--- src/rtl/stpmb_pkg.sv ---
// Shared constants and types of the storage basin pump block
package stpmb_pkg;

   localparam int NUM_PUMPS      = 2;
   localparam int NUM_POLLUTANTS = 4;

   localparam int VOL_W     = 32;
   localparam int CONC_W    = 32;
   localparam int LOAD_W    = 63;
   localparam int STEP_W    = 17;
   localparam int CSR_IDX_W = 3;
   localparam int CSR_W     = 32;
   localparam int PROD_W    = 64;
   localparam int PUMP_W    = 1;
   localparam int POLL_W    = 2;

   // divider: 95 bit dividend (pumped * load), 32 bit divisor
   localparam int DIV_W     = 95;
   localparam int DIV_CNT_W = 7;
   localparam logic [DIV_CNT_W-1:0] DIV_CNT_CONC = DIV_CNT_W'(LOAD_W);
   localparam logic [DIV_CNT_W-1:0] DIV_CNT_REM  = DIV_CNT_W'(DIV_W);

   localparam logic [LOAD_W-1:0] LOAD_MAX = '1;
   localparam logic [CONC_W-1:0] CONC_MAX = '1;
   localparam logic [VOL_W-1:0]  VOL_MAX  = '1;

   // register indexes
   localparam logic [CSR_IDX_W-1:0] CSR_RATE_FIRST  = 3'd0;
   localparam logic [CSR_IDX_W-1:0] CSR_RATE_SECOND = 3'd1;
   localparam logic [CSR_IDX_W-1:0] CSR_MIN_FIRST   = 3'd2;
   localparam logic [CSR_IDX_W-1:0] CSR_MIN_SECOND  = 3'd3;
   localparam logic [CSR_IDX_W-1:0] CSR_STEP        = 3'd4;
   localparam logic [STEP_W-1:0]    STEP_RESET      = 17'd60;

   typedef enum logic [1:0] {
      MUL_LOAD,
      MUL_DRAW,
      MUL_PLO,
      MUL_PHI
   } mul_sel_type;

   typedef struct packed {
      logic              take;
      logic              mul_en;
      mul_sel_type       mul_sel;
      logic              load_add;
      logic              tgt_calc;
      logic              qdiv_start;
      logic              conc_wr;
      logic              acc_lo;
      logic              acc_hi;
      logic              rdiv_start;
      logic              load_sub;
      logic              out_load;
      logic [PUMP_W-1:0] pump;
      logic [POLL_W-1:0] poll;
   } cmd_type;

   typedef struct packed {
      logic div_done;
      logic active;
   } status_type;

endpackage

--- src/rtl/stpmb_ctrl.sv ---
// Controller: sequences inflow, pumps and pollutants over the datapath
module stpmb_ctrl (
   input  logic                  clock,
   input  logic                  reset,
   input  logic                  req_valid,
   output logic                  req_ready,
   output logic                  rsp_valid,
   input  logic                  rsp_ready,
   input  stpmb_pkg::status_type status,
   output stpmb_pkg::cmd_type    cmd
);

   typedef enum logic [3:0] {
      S_IDLE, S_LMUL, S_LADD, S_DRAW, S_TGT, S_CHECK, S_QDIV, S_QWAIT,
      S_PLO, S_PHI, S_ACC, S_RDIV, S_RWAIT, S_OUT
   } state_type;

   state_type                          state_ff, state_in;
   logic [stpmb_pkg::PUMP_W-1:0]       pump_ff, pump_in;
   logic [stpmb_pkg::POLL_W-1:0]       poll_ff, poll_in;
   logic                               rsp_valid_ff, rsp_valid_in;
   logic                               poll_last;
   logic                               pump_last;
   logic                               out_free;

   assign poll_last = poll_ff == stpmb_pkg::POLL_W'(stpmb_pkg::NUM_POLLUTANTS - 1);
   assign pump_last = pump_ff == stpmb_pkg::PUMP_W'(stpmb_pkg::NUM_PUMPS - 1);
   assign out_free  = !rsp_valid_ff || rsp_ready;

   // next state and commands
   always_comb begin
      state_in     = state_ff;
      pump_in      = pump_ff;
      poll_in      = poll_ff;
      rsp_valid_in = rsp_valid_ff && !rsp_ready;
      cmd          = '0;
      cmd.pump     = pump_ff;
      cmd.poll     = poll_ff;
      cmd.mul_sel  = stpmb_pkg::MUL_LOAD;
      case (state_ff)
         S_IDLE: begin
            if (req_valid) begin
               cmd.take = 1'b1;
               poll_in  = '0;
               state_in = S_LMUL;
            end
         end
         S_LMUL: begin
            cmd.mul_en = 1'b1;
            state_in   = S_LADD;
         end
         S_LADD: begin
            cmd.load_add = 1'b1;
            if (poll_last) begin
               pump_in  = '0;
               state_in = S_DRAW;
            end else begin
               poll_in  = poll_ff + 1'b1;
               state_in = S_LMUL;
            end
         end
         S_DRAW: begin
            cmd.mul_en  = 1'b1;
            cmd.mul_sel = stpmb_pkg::MUL_DRAW;
            state_in    = S_TGT;
         end
         S_TGT: begin
            cmd.tgt_calc = 1'b1;
            poll_in      = '0;
            state_in     = S_CHECK;
         end
         S_CHECK: begin
            state_in = status.active ? S_QDIV : S_OUT;
         end
         S_QDIV: begin
            cmd.qdiv_start = 1'b1;
            state_in       = S_QWAIT;
         end
         S_QWAIT: begin
            if (status.div_done) begin
               cmd.conc_wr = 1'b1;
               state_in    = S_PLO;
            end
         end
         S_PLO: begin
            cmd.mul_en  = 1'b1;
            cmd.mul_sel = stpmb_pkg::MUL_PLO;
            state_in    = S_PHI;
         end
         S_PHI: begin
            cmd.acc_lo  = 1'b1;
            cmd.mul_en  = 1'b1;
            cmd.mul_sel = stpmb_pkg::MUL_PHI;
            state_in    = S_ACC;
         end
         S_ACC: begin
            cmd.acc_hi = 1'b1;
            state_in   = S_RDIV;
         end
         S_RDIV: begin
            cmd.rdiv_start = 1'b1;
            state_in       = S_RWAIT;
         end
         S_RWAIT: begin
            if (status.div_done) begin
               cmd.load_sub = 1'b1;
               if (poll_last) begin
                  state_in = S_OUT;
               end else begin
                  poll_in  = poll_ff + 1'b1;
                  state_in = S_QDIV;
               end
            end
         end
         S_OUT: begin
            if (out_free) begin
               cmd.out_load = 1'b1;
               rsp_valid_in = 1'b1;
               if (pump_last) begin
                  state_in = S_IDLE;
               end else begin
                  pump_in  = pump_ff + 1'b1;
                  state_in = S_DRAW;
               end
            end
         end
         default: begin
            state_in = S_IDLE;
         end
      endcase
   end

   always_ff @(posedge clock) begin
      if (reset) begin
         state_ff     <= S_IDLE;
         pump_ff      <= '0;
         poll_ff      <= '0;
         rsp_valid_ff <= 1'b0;
      end else begin
         state_ff     <= state_in;
         pump_ff      <= pump_in;
         poll_ff      <= poll_in;
         rsp_valid_ff <= rsp_valid_in;
      end
   end

   assign req_ready = state_ff == S_IDLE;
   assign rsp_valid = rsp_valid_ff;

endmodule

--- config.mk ---
export PLATFORM = sky130hd
export DESIGN_NAME = stpmb_ctrl
export DESIGN_NICKNAME = d
export VERILOG_FILES = /design/src/rtl/stpmb_pkg.sv /design/src/rtl/stpmb_ctrl.sv
export SDC_FILE = /design/constraint.sdc
export NUM_CORES = 1
export LEC_CHECK = 0
export BUFFER_PORTS_ARGS = -buffer_cell sky130_fd_sc_hd__buf_4
export CORE_MARGIN = 5
export CORE_UTILIZATION = 44
export DETAILED_ROUTE_END_ITERATION = 10
export PLACE_DENSITY = 0.74
export RECOVER_POWER = 25
export SYNTH_ARGS = -nofsm -noshare
export SYNTH_HDL_FRONTEND = slang
export SYNTH_SLANG_ARGS = --single-unit
--- constraint.sdc ---
create_clock -name clock -period 1.55 [get_ports clock]
set_clock_uncertainty 0.15 [all_clocks]
set_input_delay 0.2325 -clock clock [delete_from_list [all_inputs] [get_ports clock]]
set_output_delay 0.2325 -clock clock [all_outputs]
set_load 0.1 [all_outputs]
==> flow_metrics.tcl, run 1 <==
set metrics [dict create \
    synthFlopType "dfxtp_1" \
    synth_edf_count 0 \
    syn_area_um2 732 \
    ys_seq_area_frac 0.219 \
    place_hpwl_mm 1.96 \
    synth-seq-cells 8 \
    routabilityCongestion 0.841 \
    tritoncts.num_buffers 3 \
    synth_area_per_cell_um2 7.18 \
    rows 14 \
    cts_max_level 1 \
    clk_path_buf_depth 2 \
    clock-sinks 8 \
    cts-root-buf "clkbuf_4" \
    cts_resized 68 \
    io_buffer_count 23 \
    initial_core_util 0.475 \
    boundaryPins 24 \
    synth.distinct_cells 40 \
    dieHeight_um 50.8 \
    synthCells 102 \
    ys_async_sr_fraction 0 \
    place_ws_ns -0.137 \
    ctsHoldBuffers 0 \
    synth_nets 110 \
    die_w_um 50.8 \
    ys_warn_count 0 \
    error "[ERROR DPL-0038] Utilization greater than 100%, impossible to legalize" \
    run_status "stopped before the end" \
    stop_stage "4_1_cts" \
    cts_setup_buffers 9 \
]
-- logic make-up after synthesis --
| group | after synthesis | synth area share |
|---|---|---|
| AO/OA/AOI/OAI | 25 | 0.222 |
| multiplexers | 3 | 0.0444 |
| buffers and inverters | 14 | 0.0923 |
| AND/OR/NAND/NOR | 49 | 0.376 |
| XOR/XNOR | 1 | 0.0120 |
| flip-flops | 8 | 0.219 |
| adder cells (fa/ha/maj) | 2 | 0.0342 |
-- metrics by stage --
stage	area (µm²)	hold slack, ns	instances	utilization	TNS, ns
after floorplan	981	0.256	102	-	-6.28
after global placement	1260	0.330	155	0.815	-0.953
after detailed placement	1260	0.339	155	0.815	-1.45
-- synthesized netlist by cell type (3+ instances only) --
master | instances | area share
nor2_1 | 10 | 0.051
a21oi_1 | 8 | 0.055
dfxtp_1 | 8 | 0.22
nand2_1 | 7 | 0.036
nor2b_1 | 7 | 0.060
nor3_1 | 6 | 0.041
nand2b_1 | 5 | 0.043
inv_1 | 4 | 0.021
o21ai_0 | 4 | 0.027
buf_2 | 3 | 0.021
clkbuf_1 | 3 | 0.015
==> run 2, diff against run 1 <==
--- a/config.mk
+++ b/config.mk
@@ -6,10 +6,10 @@
 export NUM_CORES = 1
 export LEC_CHECK = 0
 export BUFFER_PORTS_ARGS = -buffer_cell sky130_fd_sc_hd__buf_4
-export CORE_MARGIN = 5
-export CORE_UTILIZATION = 44
+export CORE_AREA = 5 5 66 68
 export DETAILED_ROUTE_END_ITERATION = 10
-export PLACE_DENSITY = 0.74
+export DIE_AREA = 0 0 71 73
+export PLACE_DENSITY_LB_ADDON = 0.15
 export RECOVER_POWER = 25
 export SYNTH_ARGS = -nofsm -noshare
 export SYNTH_HDL_FRONTEND = slang
==> constraint.sdc (replaced) <==
create_clock -name clock -period 2 [get_ports clock]
set_clock_uncertainty 0.15 [all_clocks]
set_input_delay 0.3 -clock clock [delete_from_list [all_inputs] [get_ports clock]]
set_output_delay 0.3 -clock clock [all_outputs]
set_load 0.1 [all_outputs]
==> run 2 against run 1 <==
  * The flow now finishes without violations
  * Synthesized cell count unchanged
  * Synthesized area unchanged
==> flow_metrics.tcl, run 2 <==
set metrics [dict create \
    run_status "finished, final reports clean" \
    areaGrowthSynthToFinish_pct 61.4 \
    grt_max_degree 17 \
    hp-class "in2reg" \
    largest_reg_flops 4 \
    grt_pass1_wl_mm 3.92 \
    setup_slack_ns 0.0907 \
    synth-seq-cells 8 \
    synth_area_per_cell_um2 7.18 \
    place_ws_ns 0.149 \
    drv_cap 0 \
    die_area_um2 5180 \
    synth_top_area_frac 0.219 \
    wl_mm 2.33 \
    synth_edf_count 0 \
    boundaryPins 24 \
    final_common_cell "buf_4" \
    io_buffer_count 23 \
    drcViolationCount 0 \
    drtAntennaViolNets 0 \
    maxSlewViolCount 0 \
    clk_path_buf_depth 2 \
    routed-via-count 814 \
    crit_family "buffers and inverters" \
    critPathMaxFanout 16 \
    rows 23 \
    use_met3 0.0207 \
    grt_util_all_layers 0.0937 \
    clock-sinks 8 \
    dieHeight_um 73 \
    use_met1 0.128 \
    grt_pass1_vias 800 \
    cts_tree "built" \
    yosysTopAreaCell "dfxtp_1" \
    path_common_cell "buf_4" \
    top_regs "state_ff: 4 flops, poll_ff: 2 flops" \
    n_antenna_cell 0 \
    cp_slowest_cell "dfxtp_4" \
    endpoint_kind "primary output" \
    final.fill_count 431 \
    worst_pin_slew_ns 0.544 \
    worstPathCellList "buf_4 -> buf_4 -> nor4_4 -> and2_4 -> buf_8" \
    grt.overflow.total 0 \
    clock_latency_ns 0.23 \
    ys_warn_count 0 \
    critPathArrivalTime_ns 1.46 \
    netlist_top_cells_count "nor2_1 (10), a21oi_1 (8), dfxtp_1 (8)" \
    utilization 0.311 \
    tritoncts.num_buffers 3 \
    die_w_um 71 \
    cp.required_ns 1.55 \
    synthCells 102 \
    startpoint_type "flop" \
    cts_max_level 1 \
    wl_per_cell_um 13.1 \
    drive_gt1_frac 0.477 \
    cellLeakagePower_nw 0.469 \
    path_buf_inv 3 \
    max_freq_mhz 524 \
    cts-root-buf "clkbuf_8" \
    place_hpwl_mm 1.83 \
    report.power.total_w 0.000896 \
    core-area_um2 3800 \
    viasPerCell 4.57 \
    ys_seq_area_frac 0.219 \
    clk_pin_slew_ns 0.05 \
    synth_nets 110 \
    syn_area_um2 732 \
    top_usage_layer "met2" \
    grt_antenna_before_repair 0 \
    period_share 0.955 \
    use_met2 0.143 \
    dpl_cell_area_um2 1120 \
    drt_first_pass_iters 4 \
    peakVddDrop_mv 0.415 \
    synthFlopType "dfxtp_1" \
    routabilityCongestion 0.800 \
    synth_area_leaders "dfxtp_1 (22%), nor2b_1 (6.0%), a21oi_1 (5.5%)" \
    layout_common_cells "buf_4 (25), a21oi_1 (8), nor2b_1 (6)" \
    post-route-cell-area_um2 1180 \
    path_class "reg2out" \
    largest-register "state_ff" \
    first_iter_violations 30 \
    finalCriticalPeriod_ns 1.91 \
    relSlewSlack 0.639 \
    initial_core_util 0.193 \
    hold_violations 0 \
    fin_nets 138 \
    yosysMostFrequentCell "nor2_1" \
    cpPeakStageDelay_ns 0.39 \
    setup_viol 0 \
    synth.distinct_cells 40 \
    ys_async_sr_fraction 0 \
    powerDensity_nw_per_um2 759 \
    cts_setup_buffers 0 \
]
-- run 2: through the flow --
stage | hold WS [ns] | cells | setup TNS, ns
floorplan | 0.324 | 102 | -1.88
global placement | 0.332 | 175 | 0
detailed placement | 0.336 | 175 | 0
CTS | 0.172 | 178 | 0
global route | 0.178 | 178 | -0.00532
finish | 0.169 | 178 | 0
-- run 2: cells by family (layout without fill, tap and decap cells) --
| group | after synthesis | after routing | share of synthesized area |
|---|---|---|---|
| adder cells (fa/ha/maj) | 2 | 2 | 0.0342 |
| XOR/XNOR | 1 | 1 | 0.0120 |
| flip-flops | 8 | 8 | 0.219 |
| buffers and inverters | 14 | 40 | 0.0923 |
| AO/OA/AOI/OAI | 25 | 25 | 0.222 |
| multiplexers | 3 | 3 | 0.0444 |
| AND/OR/NAND/NOR | 49 | 49 | 0.376 |
-- run 2: cell type report --
class | instances | area, µm² | share of cell area
inverters | 4 | 15.0 | 0.0127
multi-input cells | 80 | 636 | 0.538
flip-flops and latches | 8 | 170 | 0.144
repair buffers | 33 | 256 | 0.217
well taps | 50 | 62.6 | 0.0530
clock buffers | 3 | 41.3 | 0.0350
-- run 2: report_power, final --
group          internal (W)  switching, W
clock              0.000131     0.0000643
combinational      0.000156      0.000343
sequential         0.000173     0.0000307
total              0.000459      0.000438
-- run 2: worst paths after layout --
kind	from	endpoint	slack [ns]	depth (start not counted)
worst max-delay path	state_ff[1]$_SDFFE_PP0P_	cmd[15]	0.09	5
worst min register to register	poll_ff[1]$_SDFFE_PP0P_	poll_ff[1]$_SDFFE_PP0P_	0.34	2
worst max register to register	state_ff[3]$_SDFFE_PP0P_	poll_ff[0]$_SDFFE_PP0P_	0.23	5
worst min-delay path	reset	rsp_valid$_SDFF_PP0_	0.17	2
-- run 2: what timing repair did --
action / 4_1_cts / 5_1_grt
hold buffers: 0 / 0
setup endpoints to repair: 7 / 7
gates resized for setup: 6 / 5
-- run 2: metal layers --
metal  routed length, µm  vias up
li1                    -      413
met1                1080      365
met2                1080       34
met3                 165        2
met4                  14        0
met5                   0        -
No activity file was read; power rests on OpenSTA's default activity.
==> run 3, diff against run 2 <==
--- a/config.mk
+++ b/config.mk
@@ -7,6 +7,7 @@
 export LEC_CHECK = 0
 export BUFFER_PORTS_ARGS = -buffer_cell sky130_fd_sc_hd__buf_4
 export CORE_AREA = 5 5 66 68
+export CTS_BUF_LIST = sky130_fd_sc_hd__clkbuf_16
 export DETAILED_ROUTE_END_ITERATION = 10
 export DIE_AREA = 0 0 71 73
 export PLACE_DENSITY_LB_ADDON = 0.15
==> run 3 against run 2 <==
  * Global-route usage grew 0.11 points
  * Critical endpoint unchanged
  * Non-clock buffer count unchanged
  * Clock power rose by 70%
  * Die area is the same
  * Final cell count did not move
  * Fmax fell by 0.35%
  * Count of clock-buffer cells in the layout unchanged
==> flow_metrics.tcl, run 3 (synthesis gave the netlist of run 2 again) <==
set metrics [dict create \
    finalCriticalPeriod_ns 1.92 \
    dieHeight_um 73 \
    ff2ff_setup_slack_ns 0.24 \
    use_met1 0.126 \
    timing.rr.start "state_ff[3]$_SDFFE_PP0P_" \
    endpoint_kind "primary output" \
    grt.overflow.total 0 \
    clock_latency_ns 0.23 \
    cp.required_ns 1.55 \
    reg2reg_depth 5 \
    report.power.total_w 0.00103 \
    initial_core_util 0.193 \
    critPathArrivalTime_ns 1.47 \
    powerDensity_nw_per_um2 851 \
    worstPathCellList "buf_4 -> buf_4 -> nor4_4 -> and2_4 -> buf_8" \
    hp-class "in2reg" \
    wl_mm 2.34 \
    clk_pin_slew_ns 0.04 \
    min_from "reset" \
    hold_violations 0 \
    cts_tree "built" \
    fin_nets 138 \
    largest_reg_flops 4 \
    drv_cap 0 \
    clk_path_buf_depth 2 \
    run_status "finished, final reports clean" \
    drcViolationCount 0 \
    peakVddDrop_mv 0.341 \
    place_hpwl_mm 1.83 \
    grt_antenna_before_repair 0 \
    cts_setup_buffers 0 \
    top_usage_layer "met2" \
    final_common_cell "buf_4" \
    areaGrowthSynthToFinish_pct 66.0 \
    wl_per_cell_um 13.2 \
    path_common_cell "buf_4" \
    critPathMaxFanout 16 \
    place_ws_ns 0.149 \
    routed-via-count 821 \
    tritoncts.num_buffers 3 \
    setup_viol 0 \
    utilization 0.320 \
    rows 23 \
    cts_max_level 1 \
    cpPeakStageDelay_ns 0.39 \
    fin_tns_setup_ns 0 \
    period_share 0.958 \
    viasPerCell 4.61 \
    die_area_um2 5180 \
    startpoint_type "flop" \
    n_antenna_cell 0 \
    holdPathStages 2 \
    grt_pass1_vias 809 \
    reg2reg_to "poll_ff[0]$_SDFFE_PP0P_" \
    max_freq_mhz 522 \
    die_w_um 71 \
    worst_pin_slew_ns 0.544 \
    cts-root-buf "clkbuf_16" \
    layout_common_cells "buf_4 (25), a21oi_1 (8), nor2b_1 (6)" \
    routabilityCongestion 0.800 \
    whs_endpoint "rsp_valid$_SDFF_PP0_" \
    path_buf_inv 3 \
    core-area_um2 3800 \
    largest-register "state_ff" \
    use_met3 0.0207 \
    maxSlewViolCount 0 \
    use_met2 0.146 \
    drt_first_pass_iters 4 \
    first_iter_violations 37 \
    cp_slowest_cell "dfxtp_4" \
    grt_pass1_wl_mm 3.93 \
    setup_slack_ns 0.0841 \
    boundaryPins 24 \
    final.fill_count 428 \
    clock-sinks 8 \
    drive_gt1_frac 0.477 \
    io_buffer_count 23 \
    relSlewSlack 0.639 \
    grt_util_all_layers 0.0949 \
    drtAntennaViolNets 0 \
    grt_max_degree 17 \
    path_class "reg2out" \
    top_regs "state_ff: 4 flops, poll_ff: 2 flops" \
    cellLeakagePower_nw 0.484 \
    crit_family "buffers and inverters" \
]
[run 3: per-stage QoR]
| step | instance area, µm² | cells | hold slack, ns |
|---|---|---|---|
| after floorplan | 928 | 102 | 0.324 |
| after global placement | 1120 | 175 | 0.332 |
| after detailed placement | 1120 | 175 | 0.336 |
| after CTS | 1210 | 178 | 0.172 |
| after global routing | 1210 | 178 | 0.181 |
| final | 1210 | 178 | 0.174 |
[run 3: timing repair]
item,in CTS,in global routing
gates resized for setup,6,5
hold buffers,0,0
setup endpoints to repair,7,7
endpoints found under the hold margin,0,0
[run 3: cell type report]
type,instances,area (µm²),share of cell area
inverters,4,15.0,0.0124
clock buffers,3,75.1,0.0618
multi-input cells,80,636,0.523
flip-flops and latches,8,170,0.140
well taps,50,62.6,0.0515
repair buffers,33,256,0.211
[run 3: where the power goes]
group          internal, W  switching, W
sequential        0.000173     0.0000311
clock             0.000257     0.0000733
combinational     0.000156      0.000343
[run 3: worst max path at each step]
stage,startpoint,end,slack [ns],cells after the start
after floorplan,state_ff[3]$_SDFFE_PP0P_,cmd[15],-0.63,4
after global placement,state_ff[3]$_SDFFE_PP0P_,state_ff[1]$_SDFFE_PP0P_,0.14,5
after detailed placement,state_ff[3]$_SDFFE_PP0P_,state_ff[3]$_SDFFE_PP0P_,0.15,5
after CTS,state_ff[1]$_SDFFE_PP0P_,cmd[8],0.004,4
after global routing,state_ff[1]$_SDFFE_PP0P_,cmd[15],-0.003,5
final,state_ff[1]$_SDFFE_PP0P_,cmd[15],0.08,5
[run 3: worst register-to-register path: stages, from the launching register on]
cell and delay [ns]:
dfxtp_2 0.38, buf_4 0.20, or3b_1 0.35, a211oi_1 0.32, nor2b_1 0.18, mux2_1 0.13
[run 3: layer usage]
metal	up-vias	routed length (µm)	part of all wire
li1	413	-	-
met1	360	1040	0.45
met2	46	1070	0.46
met3	2	208	0.089
met4	0	22	0.0094
met5	-	0	0
==> run 4, diff against run 3 <==
--- a/config.mk
+++ b/config.mk
@@ -6,6 +6,8 @@
 export NUM_CORES = 1
 export LEC_CHECK = 0
 export BUFFER_PORTS_ARGS = -buffer_cell sky130_fd_sc_hd__buf_4
+export CELL_PAD_IN_SITES_DETAIL_PLACEMENT = 1
+export CELL_PAD_IN_SITES_GLOBAL_PLACEMENT = 1
 export CORE_AREA = 5 5 66 68
 export CTS_BUF_LIST = sky130_fd_sc_hd__clkbuf_16
 export DETAILED_ROUTE_END_ITERATION = 10
==> run 4 against run 3 <==
  * Fmax shrank 0.35%
  * Utilization shrank 0.13 points
  * Wire length grew 6.9%
  * Sequential power shrank 5%
  * Sequential share of layout area is essentially flat
  * Count of clock-buffer cells in the layout is the same
  * Flip-flop and latch count is the same
  * Total power grew 0.35%
  * Setup slack lost 0.0067 ns
  * Via count grew 0.85%
  * Non-clock buffer count is the same
  * Largest cell class unchanged
==> flow_metrics.tcl, run 4 (synthesis gave the netlist of run 2 again) <==
set metrics [dict create \
    place_hpwl_mm 1.99 \
    highest_layer "met4" \
    viasPerCell 4.65 \
    initial_core_util 0.193 \
    clock-sinks 8 \
    areaGrowthSynthToFinish_pct 65.3 \
    clk_path_buf_depth 2 \
    n_antenna_cell 0 \
    endpoint_kind "primary output" \
    rows 23 \
    grt_max_degree 17 \
    cellLeakagePower_nw 0.482 \
    die_area_um2 5180 \
    route.met2.wl_mm 1.18 \
    finalCriticalPeriod_ns 1.92 \
    critPathArrivalTime_ns 1.47 \
    io_buffer_count 23 \
    run_status "finished, final reports clean" \
    wl_mm 2.50 \
    m1WireLength_mm 1.18 \
    grt.overflow.total 0 \
    core-area_um2 3800 \
    path_buf_inv 2 \
    path_class "reg2out" \
    holdWs_ns 0.177 \
    period_share 0.961 \
    grt_antenna_before_repair 0 \
    powerDensity_nw_per_um2 857 \
    tritoncts.num_buffers 3 \
    worst_pin_slew_ns 0.546 \
    grt_util_all_layers 0.100 \
    dp.cells 175 \
    drcViolationCount 0 \
    largest_reg_flops 4 \
    boundaryPins 24 \
    wl_per_cell_um 14.1 \
    worstPathCellList "buf_4 -> nor4_4 -> and2_4 -> buf_8" \
    drt_first_pass_iters 4 \
    cts_tree "built" \
    first_iter_violations 35 \
    hp-class "in2reg" \
    largest-register "state_ff" \
    grt_pass1_wl_mm 4.17 \
    cts_max_level 1 \
    setup_viol 0 \
    max_freq_mhz 520 \
    startpoint_type "flop" \
    drv_cap 0 \
    report.power.total_w 0.00104 \
    top_regs "state_ff: 4 flops, poll_ff: 2 flops" \
    clk_pin_slew_ns 0.04 \
    final_common_cell "buf_4" \
    utilization 0.319 \
    cp_slowest_cell "dfxtp_1" \
    final_cells 178 \
    layout_common_cells "buf_4 (26), a21oi_1 (8), nor2b_1 (6), nand2_1 (5), nor2_1 (5)" \
    final.fill_count 463 \
    relSlewSlack 0.638 \
    routabilityCongestion 0.790 \
    cp.required_ns 1.55 \
    wl_met3_um 113 \
    drive_gt1_frac 0.469 \
    hold_violations 0 \
    crit_family "simple AND/OR/NAND/NOR gates" \
    grt_pass1_vias 865 \
    clock_latency_ns 0.23 \
    cts-root-buf "clkbuf_16" \
    critPathMaxFanout 7 \
    die_w_um 71 \
    cpPeakStageDelay_ns 0.37 \
    drtAntennaViolNets 0 \
    fin_nets 138 \
    maxSlewViolCount 0 \
    dieHeight_um 73 \
    routed-via-count 828 \
    peakVddDrop_mv 0.368 \
    fin_tns_setup_ns 0 \
]
[run 4: cell type report]
cell class,instances,area [µm²],share of cell area
Inverter,4,15.0,0.0124
Multi-Input combinational cell,80,636,0.525
Tap cell,50,62.6,0.0517
Sequential cell,8,169,0.140
Timing Repair Buffer,33,253,0.209
Clock buffer,3,75.1,0.0620
[run 4: per-layer routing]
| metal | track usage | vias to the layer above |
|---|---|---|
| li1 | - | 417 |
| met1 | 0.123 | 385 |
| met2 | 0.173 | 22 |
| met3 | 0.0193 | 4 |
| met4 | 0.0376 | 0 |
| met5 | 0 | - |
[run 4: timing repair]
| item | in CTS | in global routing |
|---|---|---|
| gates resized for setup | 4 | 5 |
| hold buffers | 0 | 0 |
| buffers inserted | 0 | 0 |
| setup endpoints to repair | 6 | 9 |
[run 4: per-stage QoR]
step                      area (µm²)  setup slack [ns]
after CTS                       1210            0.0188
after global placement          1120             0.180
after floorplan                  928            -0.628
after global routing            1210          -0.00160
final                           1210            0.0774
after detailed placement        1120             0.174
[run 4: worst paths after layout]
check / startpoint / end / slack [ns] / cells after the start
max: state_ff[0]$_SDFFE_PP0P_ / cmd[15] / 0.08 / 4
min reg2reg: poll_ff[1]$_SDFFE_PP0P_ / poll_ff[1]$_SDFFE_PP0P_ / 0.34 / 2
max reg2reg: state_ff[3]$_SDFFE_PP0P_ / state_ff[3]$_SDFFE_PP0P_ / 0.20 / 5
min: reset / rsp_valid$_SDFF_PP0_ / 0.18 / 2
[run 4: report_power, final]
group	internal, W	switching [W]
clock network	0.000258	0.0000766
registers	0.000172	0.0000221
logic	0.000153	0.000355
